$ cat src/tgp_pkg.sv
// ----------------------------------------------------------------------------
// tgp_pkg: shared types and constants for the touch-to-pointer block
// Event codes, register indexes, sequencer states, shared-unit control and
// result word layout.
// ----------------------------------------------------------------------------
`default_nettype none

package tgp_pkg;

  // input event commands
  localparam logic [1:0] CMD_DOWN   = 2'd0;
  localparam logic [1:0] CMD_UP     = 2'd1;
  localparam logic [1:0] CMD_MOTION = 2'd2;
  localparam logic [1:0] CMD_RSVD   = 2'd3;

  // result event kinds
  localparam logic [1:0] EV_POS   = 2'd0;
  localparam logic [1:0] EV_BTN   = 2'd1;
  localparam logic [1:0] EV_WHEEL = 2'd2;

  localparam logic BTN_LEFT  = 1'b0;
  localparam logic BTN_RIGHT = 1'b1;

  // configuration register indexes
  localparam logic [1:0] REG_WIDTH  = 2'd0;
  localparam logic [1:0] REG_HEIGHT = 2'd1;
  localparam logic [1:0] REG_GAIN   = 2'd2;

  localparam logic [11:0] RST_WIDTH  = 12'd1920;
  localparam logic [11:0] RST_HEIGHT = 12'd1080;
  localparam logic [15:0] RST_GAIN   = 16'd2560;

  typedef enum logic [1:0] {
    PH_IDLE   = 2'd0,
    PH_SINGLE = 2'd1,
    PH_MULTI  = 2'd2,
    PH_ENDED  = 2'd3
  } phase_t;

  typedef enum logic [4:0] {
    S_IDLE,
    S_MULX,
    S_MULY,
    S_MULD,
    S_INS,
    S_SRCH_RD,
    S_SRCH_CMP,
    S_SHIFT_RD,
    S_SHIFT_WR,
    S_RD0,
    S_RD1,
    S_RDB,
    S_DECIDE,
    S_SQX,
    S_SQY,
    S_SQS,
    S_SQW,
    S_WMUL,
    S_WDIV,
    S_WDW,
    S_OUT
  } st_t;

  typedef enum logic [1:0] {
    ALU_NOP  = 2'd0,
    ALU_MUL  = 2'd1,
    ALU_SQRT = 2'd2,
    ALU_DIV  = 2'd3
  } alu_op_t;

  // shared unit command: MUL uses a[17:0] x b, SQRT uses a, DIV a / b
  typedef struct packed {
    alu_op_t     op;
    logic [33:0] a;
    logic [15:0] b;
  } alu_ctl_t;

  typedef struct packed {
    logic        busy;
    logic [33:0] prod;
    logic [16:0] root;
    logic [33:0] quot;
  } alu_res_t;

  typedef struct packed {
    logic [15:0] id;
    logic [15:0] x;
    logic [15:0] y;
  } finger_t;

  typedef struct packed {
    logic [1:0]         kind;
    logic               button;
    logic               pressed;
    logic [15:0]        pos_x;
    logic [15:0]        pos_y;
    logic signed [15:0] wheel;
  } res_t;

  function automatic res_t mk_pos(input logic [15:0] x, input logic [15:0] y);
    res_t r;
    r = '0;
    r.kind  = EV_POS;
    r.pos_x = x;
    r.pos_y = y;
    return r;
  endfunction

  function automatic res_t mk_btn(input logic b, input logic p);
    res_t r;
    r = '0;
    r.kind    = EV_BTN;
    r.button  = b;
    r.pressed = p;
    return r;
  endfunction

  function automatic res_t mk_whl(input logic signed [15:0] w);
    res_t r;
    r = '0;
    r.kind  = EV_WHEEL;
    r.wheel = w;
    return r;
  endfunction

endpackage

`default_nettype wire

$ cat src/tgp_if.sv
// ----------------------------------------------------------------------------
// tgp_if: channel interfaces for the touch-to-pointer block
// Touch event input, pointer event output and register write channels.
// ----------------------------------------------------------------------------
`default_nettype none

interface tgp_in_if;
  logic        valid;
  logic        ready;
  logic [1:0]  command;
  logic [15:0] finger_id;
  logic [15:0] norm_x;
  logic [15:0] norm_y;
  modport source (output valid, command, finger_id, norm_x, norm_y, input ready);
  modport sink   (input valid, command, finger_id, norm_x, norm_y, output ready);
endinterface

interface tgp_out_if;
  logic               valid;
  logic               ready;
  logic [1:0]         event_kind;
  logic               button;
  logic               pressed;
  logic [15:0]        pos_x;
  logic [15:0]        pos_y;
  logic signed [15:0] wheel;
  logic               last;
  modport source (output valid, event_kind, button, pressed, pos_x, pos_y, wheel, last,
                  input ready);
  modport sink   (input valid, event_kind, button, pressed, pos_x, pos_y, wheel, last,
                  output ready);
endinterface

interface tgp_cfg_if;
  logic        valid;
  logic        ready;
  logic [1:0]  index;
  logic [15:0] data;
  modport source (output valid, index, data, input ready);
  modport sink   (input valid, index, data, output ready);
endinterface

`default_nettype wire

$ cat src/tgp_ram.sv
// ----------------------------------------------------------------------------
// tgp_ram: generic single-write, single-read RAM
// One write port, one read port with registered read data.
// ----------------------------------------------------------------------------
`default_nettype none

module tgp_ram #(
  parameter int WIDTH = 48,
  parameter int DEPTH = 10
) (
  input  logic                     clk,
  input  logic                     we,
  input  logic [$clog2(DEPTH)-1:0] waddr,
  input  logic [WIDTH-1:0]         wdata,
  input  logic [$clog2(DEPTH)-1:0] raddr,
  output logic [WIDTH-1:0]         rdata
);

  logic [WIDTH-1:0] mem [DEPTH];

  always_ff @(posedge clk) begin
    if (we) begin
      mem[waddr] <= wdata;
    end
    rdata <= mem[raddr];
  end

endmodule

`default_nettype wire

$ cat src/tgp_alu.sv
// ----------------------------------------------------------------------------
// tgp_alu: shared arithmetic unit
// Registered 18x16 multiplier, bit-serial integer square root (17 steps)
// and restoring divider (34 steps); root and divider share one shift accumulator.
// ----------------------------------------------------------------------------
`default_nettype none

module tgp_alu (
  input  logic              clk,
  input  logic              rst_n,
  input  tgp_pkg::alu_ctl_t ctl,
  output tgp_pkg::alu_res_t res
);
  import tgp_pkg::*;

  logic [33:0] acc_r, acc_nxt;
  logic [19:0] rem_r, rem_nxt;
  logic [16:0] root_r, root_nxt;
  logic [15:0] div_r, div_nxt;
  logic [5:0]  cnt_r, cnt_nxt;
  logic        busy_r, busy_nxt;
  alu_op_t     mode_r, mode_nxt;
  logic [33:0] prod_r;

  logic [19:0] sq_rem;
  logic [19:0] sq_trial;
  logic [17:0] dv_rem;

  assign sq_rem   = {rem_r[17:0], acc_r[33:32]};
  assign sq_trial = {1'b0, root_r, 2'b01};
  assign dv_rem   = {rem_r[16:0], acc_r[33]};

  // step logic: load on a start, one root bit or quotient bit a cycle
  always_comb begin
    acc_nxt  = acc_r;
    rem_nxt  = rem_r;
    root_nxt = root_r;
    div_nxt  = div_r;
    cnt_nxt  = cnt_r;
    busy_nxt = busy_r;
    mode_nxt = mode_r;
    if (!busy_r) begin
      unique case (ctl.op)
        ALU_SQRT: begin
          acc_nxt  = ctl.a;
          rem_nxt  = '0;
          root_nxt = '0;
          cnt_nxt  = 6'd17;
          busy_nxt = 1'b1;
          mode_nxt = ALU_SQRT;
        end
        ALU_DIV: begin
          acc_nxt  = ctl.a;
          rem_nxt  = '0;
          div_nxt  = ctl.b;
          cnt_nxt  = 6'd34;
          busy_nxt = 1'b1;
          mode_nxt = ALU_DIV;
        end
        default: begin
        end
      endcase
    end else begin
      if (mode_r == ALU_SQRT) begin
        acc_nxt = {acc_r[31:0], 2'b00};
        if (sq_rem >= sq_trial) begin
          rem_nxt  = sq_rem - sq_trial;
          root_nxt = {root_r[15:0], 1'b1};
        end else begin
          rem_nxt  = sq_rem;
          root_nxt = {root_r[15:0], 1'b0};
        end
      end else begin
        if (dv_rem >= {2'b00, div_r}) begin
          rem_nxt = {2'b00, dv_rem - {2'b00, div_r}};
          acc_nxt = {acc_r[32:0], 1'b1};
        end else begin
          rem_nxt = {2'b00, dv_rem};
          acc_nxt = {acc_r[32:0], 1'b0};
        end
      end
      cnt_nxt = cnt_r - 6'd1;
      if (cnt_r == 6'd1) begin
        busy_nxt = 1'b0;
      end
    end
  end

  always_ff @(posedge clk) begin
    if (!rst_n) begin
      busy_r <= 1'b0;
      mode_r <= ALU_NOP;
      cnt_r  <= '0;
    end else begin
      busy_r <= busy_nxt;
      mode_r <= mode_nxt;
      cnt_r  <= cnt_nxt;
    end
  end

  // datapath registers
  always_ff @(posedge clk) begin
    acc_r  <= acc_nxt;
    rem_r  <= rem_nxt;
    root_r <= root_nxt;
    div_r  <= div_nxt;
    if (ctl.op == ALU_MUL) begin
      prod_r <= ctl.a[17:0] * ctl.b;
    end
  end

  assign res.busy = busy_r;
  assign res.prod = prod_r;
  assign res.root = root_r;
  assign res.quot = acc_r;

endmodule

`default_nettype wire

$ cat src/touch_gesture_to_pointer_top.sv
// Output: the words of one event go out one per cycle while out_ch.ready is high.
// Throughput: one event at a time; the shared unit sets the pace (17-step
//   square root, 34-step divide) together with the finger table scan.
// Reset: synchronous active-low; table empty, phase idle, registers at
//   width 1920, height 1080, gain 2560.
// ----------------------------------------------------------------------------
// touch_gesture_to_pointer_top: touch events to pointer events
// Scales touch positions to pixels, tracks active fingers in an ordered table
// and runs the gesture phase machine on a shared arithmetic unit.
// ----------------------------------------------------------------------------
`default_nettype none

module touch_gesture_to_pointer_top #(
  parameter int MAX_FINGERS = 10
) (
  input  logic      clk,
  input  logic      rst_n,
  tgp_in_if.sink    in_ch,
  tgp_out_if.source out_ch,
  tgp_cfg_if.sink   cfg_ch
);
  import tgp_pkg::*;

  localparam int CW = $clog2(MAX_FINGERS + 1);
  localparam int IW = $clog2(MAX_FINGERS);

  st_t          st_r, st_nxt;
  phase_t       phase_r, phase_nxt;
  logic [CW-1:0] count_r, count_nxt;
  logic [CW-1:0] idx_r, idx_nxt;
  logic [17:0]  lp_r, lp_nxt;
  logic [11:0]  w_r, h_r;
  logic [15:0]  gain_r;
  logic [1:0]   cmd_r, cmd_nxt;
  logic [15:0]  id_r, id_nxt, nx_r, nx_nxt, ny_r, ny_nxt;
  logic [15:0]  px_r, px_nxt, py_r, py_nxt;
  finger_t      a_r, a_nxt, b_r, b_nxt;
  logic [31:0]  sx_r, sx_nxt;
  logic [16:0]  dist_r, dist_nxt;
  logic         wp_r, wp_nxt;
  res_t         res_r [3];
  res_t         res_nxt [3];
  logic [1:0]   nres_r, nres_nxt, k_r, k_nxt;

  // table RAM and shared unit hookup
  logic          ram_we;
  logic [IW-1:0] ram_waddr, ram_raddr;
  finger_t       ram_wdata, ram_rdata;
  alu_ctl_t      alu_ctl;
  alu_res_t      alu_res;

  tgp_ram #(.WIDTH($bits(finger_t)), .DEPTH(MAX_FINGERS)) u_ram (
    .clk   (clk),
    .we    (ram_we),
    .waddr (ram_waddr),
    .wdata (ram_wdata),
    .raddr (ram_raddr),
    .rdata (ram_rdata)
  );

  tgp_alu u_alu (
    .clk   (clk),
    .rst_n (rst_n),
    .ctl   (alu_ctl),
    .res   (alu_res)
  );

  // derived values
  logic         in_ignore, matched, cnt_zero, cnt_one, cnt_ge2, neg;
  logic [16:0]  sumx, sumy;
  logic [15:0]  cx, cy, dx, dy;
  logic [17:0]  mag;
  logic signed [15:0] whl;
  logic [CW-1:0] idx_inc;

  assign in_ignore = (in_ch.command == CMD_RSVD) || (w_r == '0) || (h_r == '0);
  assign matched   = (ram_rdata.id == id_r);
  assign cnt_zero  = (count_r == '0);
  assign cnt_one   = (count_r == CW'(1));
  assign cnt_ge2   = (count_r >= CW'(2));
  assign idx_inc   = idx_r + CW'(1);
  assign sumx      = {1'b0, a_r.x} + {1'b0, b_r.x};
  assign sumy      = {1'b0, a_r.y} + {1'b0, b_r.y};
  assign cx        = sumx[16:1];
  assign cy        = sumy[16:1];
  assign dx        = (a_r.x >= b_r.x) ? a_r.x - b_r.x : b_r.x - a_r.x;
  assign dy        = (a_r.y >= b_r.y) ? a_r.y - b_r.y : b_r.y - a_r.y;
  assign neg       = ({1'b0, dist_r} < lp_r);
  assign mag       = neg ? lp_r - {1'b0, dist_r} : {1'b0, dist_r} - lp_r;

  // wheel saturation
  always_comb begin
    if (neg) begin
      whl = (alu_res.quot > 34'd32768) ? 16'sh8000 : -$signed(alu_res.quot[15:0]);
    end else begin
      whl = (alu_res.quot > 34'd32767) ? 16'sh7FFF : $signed(alu_res.quot[15:0]);
    end
  end

  // configuration writes
  assign cfg_ch.ready = 1'b1;

  always_ff @(posedge clk) begin
    if (!rst_n) begin
      w_r    <= RST_WIDTH;
      h_r    <= RST_HEIGHT;
      gain_r <= RST_GAIN;
    end else if (cfg_ch.valid) begin
      unique case (cfg_ch.index)
        REG_WIDTH:  w_r    <= cfg_ch.data[11:0];
        REG_HEIGHT: h_r    <= cfg_ch.data[11:0];
        REG_GAIN:   gain_r <= cfg_ch.data;
        default: begin
        end
      endcase
    end
  end

  // next state
  always_comb begin
    st_nxt    = st_r;
    phase_nxt = phase_r;
    count_nxt = count_r;
    idx_nxt   = idx_r;
    lp_nxt    = lp_r;
    cmd_nxt   = cmd_r;
    id_nxt    = id_r;
    nx_nxt    = nx_r;
    ny_nxt    = ny_r;
    px_nxt    = px_r;
    py_nxt    = py_r;
    a_nxt     = a_r;
    b_nxt     = b_r;
    sx_nxt    = sx_r;
    dist_nxt  = dist_r;
    wp_nxt    = wp_r;
    res_nxt   = res_r;
    nres_nxt  = nres_r;
    k_nxt     = k_r;
    unique case (st_r)
      S_IDLE: begin
        if (in_ch.valid) begin
          cmd_nxt = in_ch.command;
          id_nxt  = in_ch.finger_id;
          nx_nxt  = in_ch.norm_x;
          ny_nxt  = in_ch.norm_y;
          if (!in_ignore) begin
            st_nxt = S_MULX;
          end
        end
      end
      S_MULX: st_nxt = S_MULY;
      S_MULY: begin
        px_nxt = alu_res.prod[27:12];
        st_nxt = S_MULD;
      end
      S_MULD: begin
        py_nxt = alu_res.prod[27:12];
        if (cmd_r == CMD_DOWN) begin
          st_nxt = (count_r >= CW'(MAX_FINGERS)) ? S_IDLE : S_INS;
        end else begin
          idx_nxt = '0;
          st_nxt  = S_SRCH_RD;
        end
      end
      S_INS: begin
        count_nxt = count_r + CW'(1);
        st_nxt    = S_RD0;
      end
      S_SRCH_RD: st_nxt = (idx_r >= count_r) ? S_IDLE : S_SRCH_CMP;
      S_SRCH_CMP: begin
        if (matched) begin
          st_nxt = (cmd_r == CMD_MOTION) ? S_RD0 : S_SHIFT_RD;
        end else begin
          idx_nxt = idx_inc;
          st_nxt  = S_SRCH_RD;
        end
      end
      S_SHIFT_RD: begin
        if (idx_inc >= count_r) begin
          count_nxt = count_r - CW'(1);
          st_nxt    = S_RD0;
        end else begin
          st_nxt = S_SHIFT_WR;
        end
      end
      S_SHIFT_WR: begin
        idx_nxt = idx_inc;
        st_nxt  = S_SHIFT_RD;
      end
      S_RD0: st_nxt = S_RD1;
      S_RD1: begin
        a_nxt  = ram_rdata;
        st_nxt = S_RDB;
      end
      S_RDB: begin
        b_nxt  = ram_rdata;
        st_nxt = S_DECIDE;
      end
      S_DECIDE: begin
        k_nxt    = '0;
        nres_nxt = 2'd1;
        st_nxt   = S_OUT;
        priority if (phase_r == PH_IDLE && cnt_one) begin
          res_nxt[0] = mk_pos(a_r.x, a_r.y);
          res_nxt[1] = mk_btn(BTN_LEFT, 1'b1);
          nres_nxt   = 2'd2;
          phase_nxt  = PH_SINGLE;
        end else if (phase_r == PH_SINGLE && cnt_ge2) begin
          res_nxt[0] = mk_btn(BTN_LEFT, 1'b0);
          res_nxt[1] = mk_pos(cx, cy);
          res_nxt[2] = mk_btn(BTN_RIGHT, 1'b1);
          nres_nxt   = 2'd3;
          phase_nxt  = PH_MULTI;
          wp_nxt     = 1'b0;
          st_nxt     = S_SQX;
        end else if (phase_r == PH_SINGLE && cnt_zero) begin
          res_nxt[0] = mk_btn(BTN_LEFT, 1'b0);
          phase_nxt  = PH_IDLE;
        end else if (phase_r == PH_MULTI && !cnt_ge2) begin
          res_nxt[0] = mk_btn(BTN_RIGHT, 1'b0);
          phase_nxt  = cnt_zero ? PH_IDLE : PH_ENDED;
        end else if (phase_r == PH_ENDED && cnt_zero) begin
          phase_nxt = PH_IDLE;
          st_nxt    = S_IDLE;
        end else if (phase_r == PH_SINGLE && cmd_r == CMD_MOTION) begin
          res_nxt[0] = mk_pos(a_r.x, a_r.y);
        end else if (phase_r == PH_MULTI && cmd_r == CMD_UP) begin
          res_nxt[0] = mk_pos(cx, cy);
          wp_nxt     = 1'b0;
          st_nxt     = S_SQX;
        end else if (phase_r == PH_MULTI && cmd_r == CMD_MOTION) begin
          res_nxt[0] = mk_pos(cx, cy);
          wp_nxt     = 1'b1;
          st_nxt     = S_SQX;
        end else begin
          st_nxt = S_IDLE;
        end
      end
      S_SQX: st_nxt = S_SQY;
      S_SQY: begin
        sx_nxt = alu_res.prod[31:0];
        st_nxt = S_SQS;
      end
      S_SQS: st_nxt = S_SQW;
      S_SQW: begin
        if (!alu_res.busy) begin
          dist_nxt = alu_res.root;
          if (wp_r) begin
            st_nxt = S_WMUL;
          end else begin
            lp_nxt = {1'b0, alu_res.root};
            st_nxt = S_OUT;
          end
        end
      end
      S_WMUL: st_nxt = S_WDIV;
      S_WDIV: st_nxt = S_WDW;
      S_WDW: begin
        if (!alu_res.busy) begin
          lp_nxt = {1'b0, dist_r};
          if (whl != '0) begin
            res_nxt[nres_r] = mk_whl(whl);
            nres_nxt        = nres_r + 2'd1;
          end
          st_nxt = S_OUT;
        end
      end
      S_OUT: begin
        if (out_ch.ready) begin
          if (k_r == nres_r - 2'd1) begin
            st_nxt = S_IDLE;
          end else begin
            k_nxt = k_r + 2'd1;
          end
        end
      end
      default: st_nxt = S_IDLE;
    endcase
  end

  // outputs: handshakes, table port and shared-unit commands
  always_comb begin
    in_ch.ready  = (st_r == S_IDLE);
    out_ch.valid = (st_r == S_OUT);
    ram_we       = 1'b0;
    ram_waddr    = idx_r[IW-1:0];
    ram_wdata    = '{id: id_r, x: px_r, y: py_r};
    ram_raddr    = '0;
    alu_ctl      = '{op: ALU_NOP, a: '0, b: '0};
    unique case (st_r)
      S_MULX: alu_ctl = '{op: ALU_MUL, a: {18'd0, nx_r}, b: {4'd0, w_r}};
      S_MULY: alu_ctl = '{op: ALU_MUL, a: {18'd0, ny_r}, b: {4'd0, h_r}};
      S_INS: begin
        ram_we    = 1'b1;
        ram_waddr = count_r[IW-1:0];
      end
      S_SRCH_RD: ram_raddr = idx_r[IW-1:0];
      S_SRCH_CMP: ram_we = matched && (cmd_r == CMD_MOTION);
      S_SHIFT_RD: ram_raddr = idx_inc[IW-1:0];
      S_SHIFT_WR: begin
        ram_we    = 1'b1;
        ram_wdata = ram_rdata;
      end
      S_RD1: ram_raddr = IW'(1);
      S_SQX: alu_ctl = '{op: ALU_MUL, a: {18'd0, dx}, b: dx};
      S_SQY: alu_ctl = '{op: ALU_MUL, a: {18'd0, dy}, b: dy};
      S_SQS: alu_ctl = '{op: ALU_SQRT, a: {2'b00, sx_r} + alu_res.prod, b: '0};
      S_WMUL: alu_ctl = '{op: ALU_MUL, a: {16'd0, mag}, b: gain_r};
      S_WDIV: alu_ctl = '{op: ALU_DIV, a: alu_res.prod, b: {h_r, 4'd0}};
      default: begin
      end
    endcase
  end

  // result word
  assign out_ch.event_kind = res_r[k_r].kind;
  assign out_ch.button     = res_r[k_r].button;
  assign out_ch.pressed    = res_r[k_r].pressed;
  assign out_ch.pos_x      = res_r[k_r].pos_x;
  assign out_ch.pos_y      = res_r[k_r].pos_y;
  assign out_ch.wheel      = res_r[k_r].wheel;
  assign out_ch.last       = (k_r == nres_r - 2'd1);

  // control registers
  always_ff @(posedge clk) begin
    if (!rst_n) begin
      st_r    <= S_IDLE;
      phase_r <= PH_IDLE;
      count_r <= '0;
      lp_r    <= '0;
      nres_r  <= '0;
      k_r     <= '0;
      idx_r   <= '0;
      wp_r    <= 1'b0;
    end else begin
      st_r    <= st_nxt;
      phase_r <= phase_nxt;
      count_r <= count_nxt;
      lp_r    <= lp_nxt;
      nres_r  <= nres_nxt;
      k_r     <= k_nxt;
      idx_r   <= idx_nxt;
      wp_r    <= wp_nxt;
    end
  end

  // payload registers
  always_ff @(posedge clk) begin
    cmd_r  <= cmd_nxt;
    id_r   <= id_nxt;
    nx_r   <= nx_nxt;
    ny_r   <= ny_nxt;
    px_r   <= px_nxt;
    py_r   <= py_nxt;
    a_r    <= a_nxt;
    b_r    <= b_nxt;
    sx_r   <= sx_nxt;
    dist_r <= dist_nxt;
    res_r  <= res_nxt;
  end

endmodule

`default_nettype wire

$ cat src/flat_wrapper.sv
// flat-port wrapper written by rule: the top's interface ports become plain ports
module touch_gesture_to_pointer_top_flat import tgp_pkg::*;
#(
  parameter int MAX_FINGERS = 10
)
  (clk, rst_n, in_ch_valid, in_ch_command, in_ch_finger_id, in_ch_norm_x, in_ch_norm_y, in_ch_ready, out_ch_valid, out_ch_event_kind, out_ch_button, out_ch_pressed, out_ch_pos_x, out_ch_pos_y, out_ch_wheel, out_ch_last, out_ch_ready, cfg_ch_valid, cfg_ch_index, cfg_ch_data, cfg_ch_ready);
  tgp_in_if in_ch_i ();
  tgp_out_if out_ch_i ();
  tgp_cfg_if cfg_ch_i ();
  input  logic clk;
  input  logic rst_n;
  input wire logic [$bits(in_ch_i.valid)-1:0] in_ch_valid;
  input wire logic [$bits(in_ch_i.command)-1:0] in_ch_command;
  input wire logic [$bits(in_ch_i.finger_id)-1:0] in_ch_finger_id;
  input wire logic [$bits(in_ch_i.norm_x)-1:0] in_ch_norm_x;
  input wire logic [$bits(in_ch_i.norm_y)-1:0] in_ch_norm_y;
  output wire logic [$bits(in_ch_i.ready)-1:0] in_ch_ready;
  output wire logic [$bits(out_ch_i.valid)-1:0] out_ch_valid;
  output wire logic [$bits(out_ch_i.event_kind)-1:0] out_ch_event_kind;
  output wire logic [$bits(out_ch_i.button)-1:0] out_ch_button;
  output wire logic [$bits(out_ch_i.pressed)-1:0] out_ch_pressed;
  output wire logic [$bits(out_ch_i.pos_x)-1:0] out_ch_pos_x;
  output wire logic [$bits(out_ch_i.pos_y)-1:0] out_ch_pos_y;
  output wire logic [$bits(out_ch_i.wheel)-1:0] out_ch_wheel;
  output wire logic [$bits(out_ch_i.last)-1:0] out_ch_last;
  input wire logic [$bits(out_ch_i.ready)-1:0] out_ch_ready;
  input wire logic [$bits(cfg_ch_i.valid)-1:0] cfg_ch_valid;
  input wire logic [$bits(cfg_ch_i.index)-1:0] cfg_ch_index;
  input wire logic [$bits(cfg_ch_i.data)-1:0] cfg_ch_data;
  output wire logic [$bits(cfg_ch_i.ready)-1:0] cfg_ch_ready;
  assign in_ch_i.valid = in_ch_valid;
  assign in_ch_i.command = in_ch_command;
  assign in_ch_i.finger_id = in_ch_finger_id;
  assign in_ch_i.norm_x = in_ch_norm_x;
  assign in_ch_i.norm_y = in_ch_norm_y;
  assign in_ch_ready = in_ch_i.ready;
  assign out_ch_valid = out_ch_i.valid;
  assign out_ch_event_kind = out_ch_i.event_kind;
  assign out_ch_button = out_ch_i.button;
  assign out_ch_pressed = out_ch_i.pressed;
  assign out_ch_pos_x = out_ch_i.pos_x;
  assign out_ch_pos_y = out_ch_i.pos_y;
  assign out_ch_wheel = out_ch_i.wheel;
  assign out_ch_last = out_ch_i.last;
  assign out_ch_i.ready = out_ch_ready;
  assign cfg_ch_i.valid = cfg_ch_valid;
  assign cfg_ch_i.index = cfg_ch_index;
  assign cfg_ch_i.data = cfg_ch_data;
  assign cfg_ch_ready = cfg_ch_i.ready;
  touch_gesture_to_pointer_top #(.MAX_FINGERS(MAX_FINGERS)) u_core (.clk(clk), .rst_n(rst_n), .in_ch(in_ch_i), .out_ch(out_ch_i), .cfg_ch(cfg_ch_i));
endmodule
$ cat config.mk
export PLATFORM = sky130hd
export DESIGN_NAME = touch_gesture_to_pointer_top_flat
export DESIGN_NICKNAME = d
export VERILOG_FILES = /design/src/tgp_pkg.sv /design/src/tgp_if.sv /design/src/tgp_ram.sv /design/src/tgp_alu.sv /design/src/touch_gesture_to_pointer_top.sv /design/src/flat_wrapper.sv
export SDC_FILE = /design/constraint.sdc
export NUM_CORES = 2
export LEC_CHECK = 0
export BUFFER_PORTS_ARGS = -buffer_cell sky130_fd_sc_hd__buf_2
export CAP_MARGIN = 20
export CORE_MARGIN = 4
export CORE_UTILIZATION = 56
export CTS_CLUSTER_DIAMETER = 150
export DETAILED_ROUTE_END_ITERATION = 10
export GPL_ROUTABILITY_DRIVEN = 0
export PLACE_DENSITY = 0.72
export SLEW_MARGIN = 10
export SYNTH_ARGS = -nofsm -noshare
export SYNTH_HDL_FRONTEND = slang
export SYNTH_SLANG_ARGS = --single-unit
$ cat constraint.sdc
create_clock -name clk -period 9.5 [get_ports clk]
set_input_delay 1.425 -clock clk [delete_from_list [all_inputs] [get_ports clk]]
set_output_delay 1.425 -clock clk [all_outputs]
set_load 0.05 [all_outputs]
==> results_dict.tcl <==
set metrics [dict create \
    status "finished clean" \
    synth_top_area_share_pct 45.3 \
    viasPerCell 6.10 \
    num_vias 46300 \
    ys_dominant_reg_cell "edfxtp_1" \
    globalRouteTotalUtil_pct 29.5 \
    design.die.area_um2 118000 \
    finalMaxSlewViolations 0 \
    comb_power_share_pct 13.2 \
    max_cap_viol_count 0 \
    edff_count_synth 949 \
    top_count_cell_post_synth "edfxtp_1" \
    drive_gt1_share_pct 18.0 \
    min_period_ns 9.40 \
    tritoncts_num_sinks 1083 \
    worst_hold_path.num_cells 2 \
    max_freq_mhz 106 \
    setup_slack_placement_ns -0.413 \
    clock_power_share_pct 38.6 \
    placementRows 122 \
    longest_clk_path_bufs 3 \
    power.switching_fraction_pct 25.6 \
    synth.yosys.warnings 0 \
    per_instance_average_area_after_synthesis_um2 11.3 \
    synth.area.top_cells "edfxtp_1 45%, fa_1 7.4%, ha_1 6.4%, dfxtp_1 4.3%, nand2_1 4.0%" \
    synthesis.area_um2 63000 \
    clkTransAtPathRegs_ns 0.06 \
    clock_insertion_delay_worst_skew_ns 0.75 \
    r2r_start "u_core.a_r[16]" \
    cts_max_level 3 \
    start_util_pct 56.6 \
    cpMostUsedCell "fa_1" \
    dominant_delay_contributor_by_cell_family_on_the_critical_path "adder cells" \
    place.port_buffers 127 \
    finalClockSkew_ns 0.0661 \
    share_seq_of_total_power_pct 48.1 \
    internal-power_mw 8.43 \
    hold_class "register to register" \
    total_nets_after_synthesis 6196 \
    wirelength_um 176000 \
    unrepaired_setup_endpoints_after_global_routing "yes" \
    worst_hold_path.endpoint "u_core.gain_r[8]" \
    post_detailed_route_count_of_antenna_violating_nets 0 \
    tritoncts_clock_tree "yes" \
    crit-reg2reg-capture "u_core.u_alu.prod_r[32]" \
    pwr_density_cell_nw_per_um2 156 \
    layout_worst_path_cycle_share_pct 99.0 \
    worst_ep_required_time_ns 9.97 \
    postLayoutSetupSlackWorst_ns 0.0968 \
    mapped_cells 5570 \
    maximum_number_of_pins_on_one_net_before_global_route_repair 100 \
    ff2ff_path_depth 38 \
    fin_total_pwr_mw 11.3 \
    detailedRoute.firstPassIterationCount 6 \
    ys_ff_latch 1083 \
    netSwitchingPower_mw 2.91 \
    async_reset_ff_share_pct 0 \
    areaGrowthSynthToFinish_pct 15.3 \
    slowest_stage "fa_1" \
    post_drt_wl_per_cell_um 23.2 \
    yosys.cell_types.count 97 \
    hpwlAfterDp_um 123000 \
    die-width_um 343 \
    finalNetCount 6616 \
    leakage_nw 28.7 \
    globalRoute.totalOverflow 0 \
    hold_viol 0 \
    hold_path_startpoint "u_core.gain_r[8]" \
    regToRegSetupSlack_ns 0.1 \
    timing.critical_path.to_type "register" \
    yosysSeqAreaShare_pct 49.5 \
    crit_arrival_ns 9.87 \
    grt_antenna_before_repair 11 \
    startpoint_type "register" \
    cts_bufs_inserted 108 \
    initialDrtViolationCount 5273 \
    grt_pass1_wl_um 267000 \
    remaining_drc_errors 0 \
    final.hold.worst_slack_ns 0.461 \
    yosys-top-cells-count "949 x edfxtp_1, 670 x nand2_1, 474 x inv_1, 389 x nor2_1, 321 x ha_1" \
    tightestPinTransition_ns 1.12 \
    finalSetupViolations 0 \
    timing.slew.headroom_pct 25.6 \
    vdd.ir_drop.worst_mv 0.198 \
    grt_pass1_vias 45000 \
    worstPathMaxFanout 5 \
    path_buf_inv 9 \
    synth_largest_area_cell "edfxtp_1" \
    critical_path.max_stage_delay_ns 0.55 \
    cts.root.buffer_cell "clkbuf_16" \
    io_pins 129 \
    floorplan.core_area_um2 111000 \
    timing.setup.critical_path_class "register to register" \
    floorplan.die.height_um 343 \
]
## repair_timing
item	4_1_cts	5_1_grt
setup buffers	0	24
resized for setup	12	133
pin swaps	4	80
hold endpoints to repair	0	0
setup endpoints to repair	4	6
hold buffers	0	0
## power by group through the flow
stage	combinational, mW	clock, mW	sequential, mW
global placement	1.36	0	5.55
floorplan	0.801	0	5.48
finish	1.50	4.38	5.46
detailed placement	1.38	0	5.55
CTS	1.40	4.43	5.45
global route	1.61	4.64	5.46
## logic make-up after synthesis
kind of cell               Yosys count  share of synthesized area (%)
xor gates and xnor gates           179                           2.49
and+or+nand+nor                   1633                           12.0
DFF                               1083                           49.5
buffers and inverters              754                           4.55
other                                1                        0.00596
adders and majority gates          553                           13.8
AOI/OAI and AO/OA                 1129                           11.9
muxes                              238                           5.80
## worst min-delay path: stages, from the launching register on
cell and delay, ns:
dfxtp_1 0.31, nand2_1 0.05, a21oi_1 0.05
## metrics by stage
stage / util (%) / area (µm²) / TNS, ns / instances
after global routing: 65.3 / 72600 / -0.178 / 7572
after global placement: 61.2 / 68000 / -0.433 / 7340
final: 65.3 / 72600 / 0 / 7577
after floorplan: - / 63000 / 0 / 5570
after CTS: 64.6 / 71800 / 0 / 7546
after detailed placement: 61.2 / 68000 / -0.735 / 7342
## how the worst max path moves through the flow
stage	from	to	cells past startpoint
6_report	u_core.a_r[16]	u_core.u_alu.prod_r[32]	38
5_1_grt	u_core.a_r[0]	u_core.u_alu.prod_r[32]	39
4_1_cts	u_core.a_r[0]	u_core.u_alu.prod_r[32]	39
3_5_place_dp	u_core.a_r[16]	u_core.u_alu.prod_r[32]	36
3_3_place_gp	u_core.a_r[16]	u_core.u_alu.prod_r[32]	36
2_1_floorplan	u_core.a_r[16]	u_core.u_alu.prod_r[32]	38
## registers in the layout, indices dropped and copies added (netlist names), 17 cells and up
register	cells
u_core.u_alu.root_r	17
u_core.b_r	32
u_core.dist_r	17
u_core.u_alu.prod_r	34
u_core.u_alu.acc_r	34
u_core.a_r	32
u_core.sx_r	32
u_core.res_r	155
u_core.u_alu.rem_r	18
u_core.lp_r	17
u_core.u_ram.mem	480
u_core.u_ram.rdata	48
## cells in the final DEF, fill, tap and decap left out, types with 72 or more instances in the layout
| cell type | synthesis | routed |
|---|---|---|
| mux4_2 | 96 | 96 |
| clkbuf_16 | 0 | 110 |
| and2_1 | 112 | 111 |
| xnor2_1 | 105 | 102 |
| buf_2 | 15 | 127 |
| mux2i_1 | 87 | 81 |
| xor2_1 | 74 | 72 |
| o21ai_0 | 241 | 232 |
| ha_1 | 321 | 311 |
| dfxtp_1 | 134 | 132 |
| fa_1 | 232 | 222 |
| a21oi_1 | 223 | 217 |
| nor2b_1 | 105 | 102 |
| a21o_1 | 76 | 75 |
| edfxtp_1 | 949 | 949 |
| nor2_1 | 389 | 359 |
| buf_4 | 2 | 432 |
| a31oi_1 | 84 | 83 |
| inv_1 | 474 | 467 |
| nand2_1 | 670 | 663 |
| a211oi_1 | 120 | 115 |
## final cells by class
type	count	area [µm²]
Antenna cell	5	12.5
Clock inverter	46	588
Inverter	477	1790
Timing Repair Buffer	587	4300
Multi-Input combinational cell	3733	29800
Fill cell	8444	38500
Tap cell	1488	1860
Sequential cell	1083	31200
Clock buffer	158	3110
## per-layer routing
layer,vias to the layer above,part of all wire (%),global-route usage [%]
li1,20800,-,-
met5,-,0,0
met3,378,11,7.07
met1,22800,42,42.6
met2,2330,44,43.7
met4,0,4.1,10.7
No activity file was read; power rests on OpenSTA's default activity.
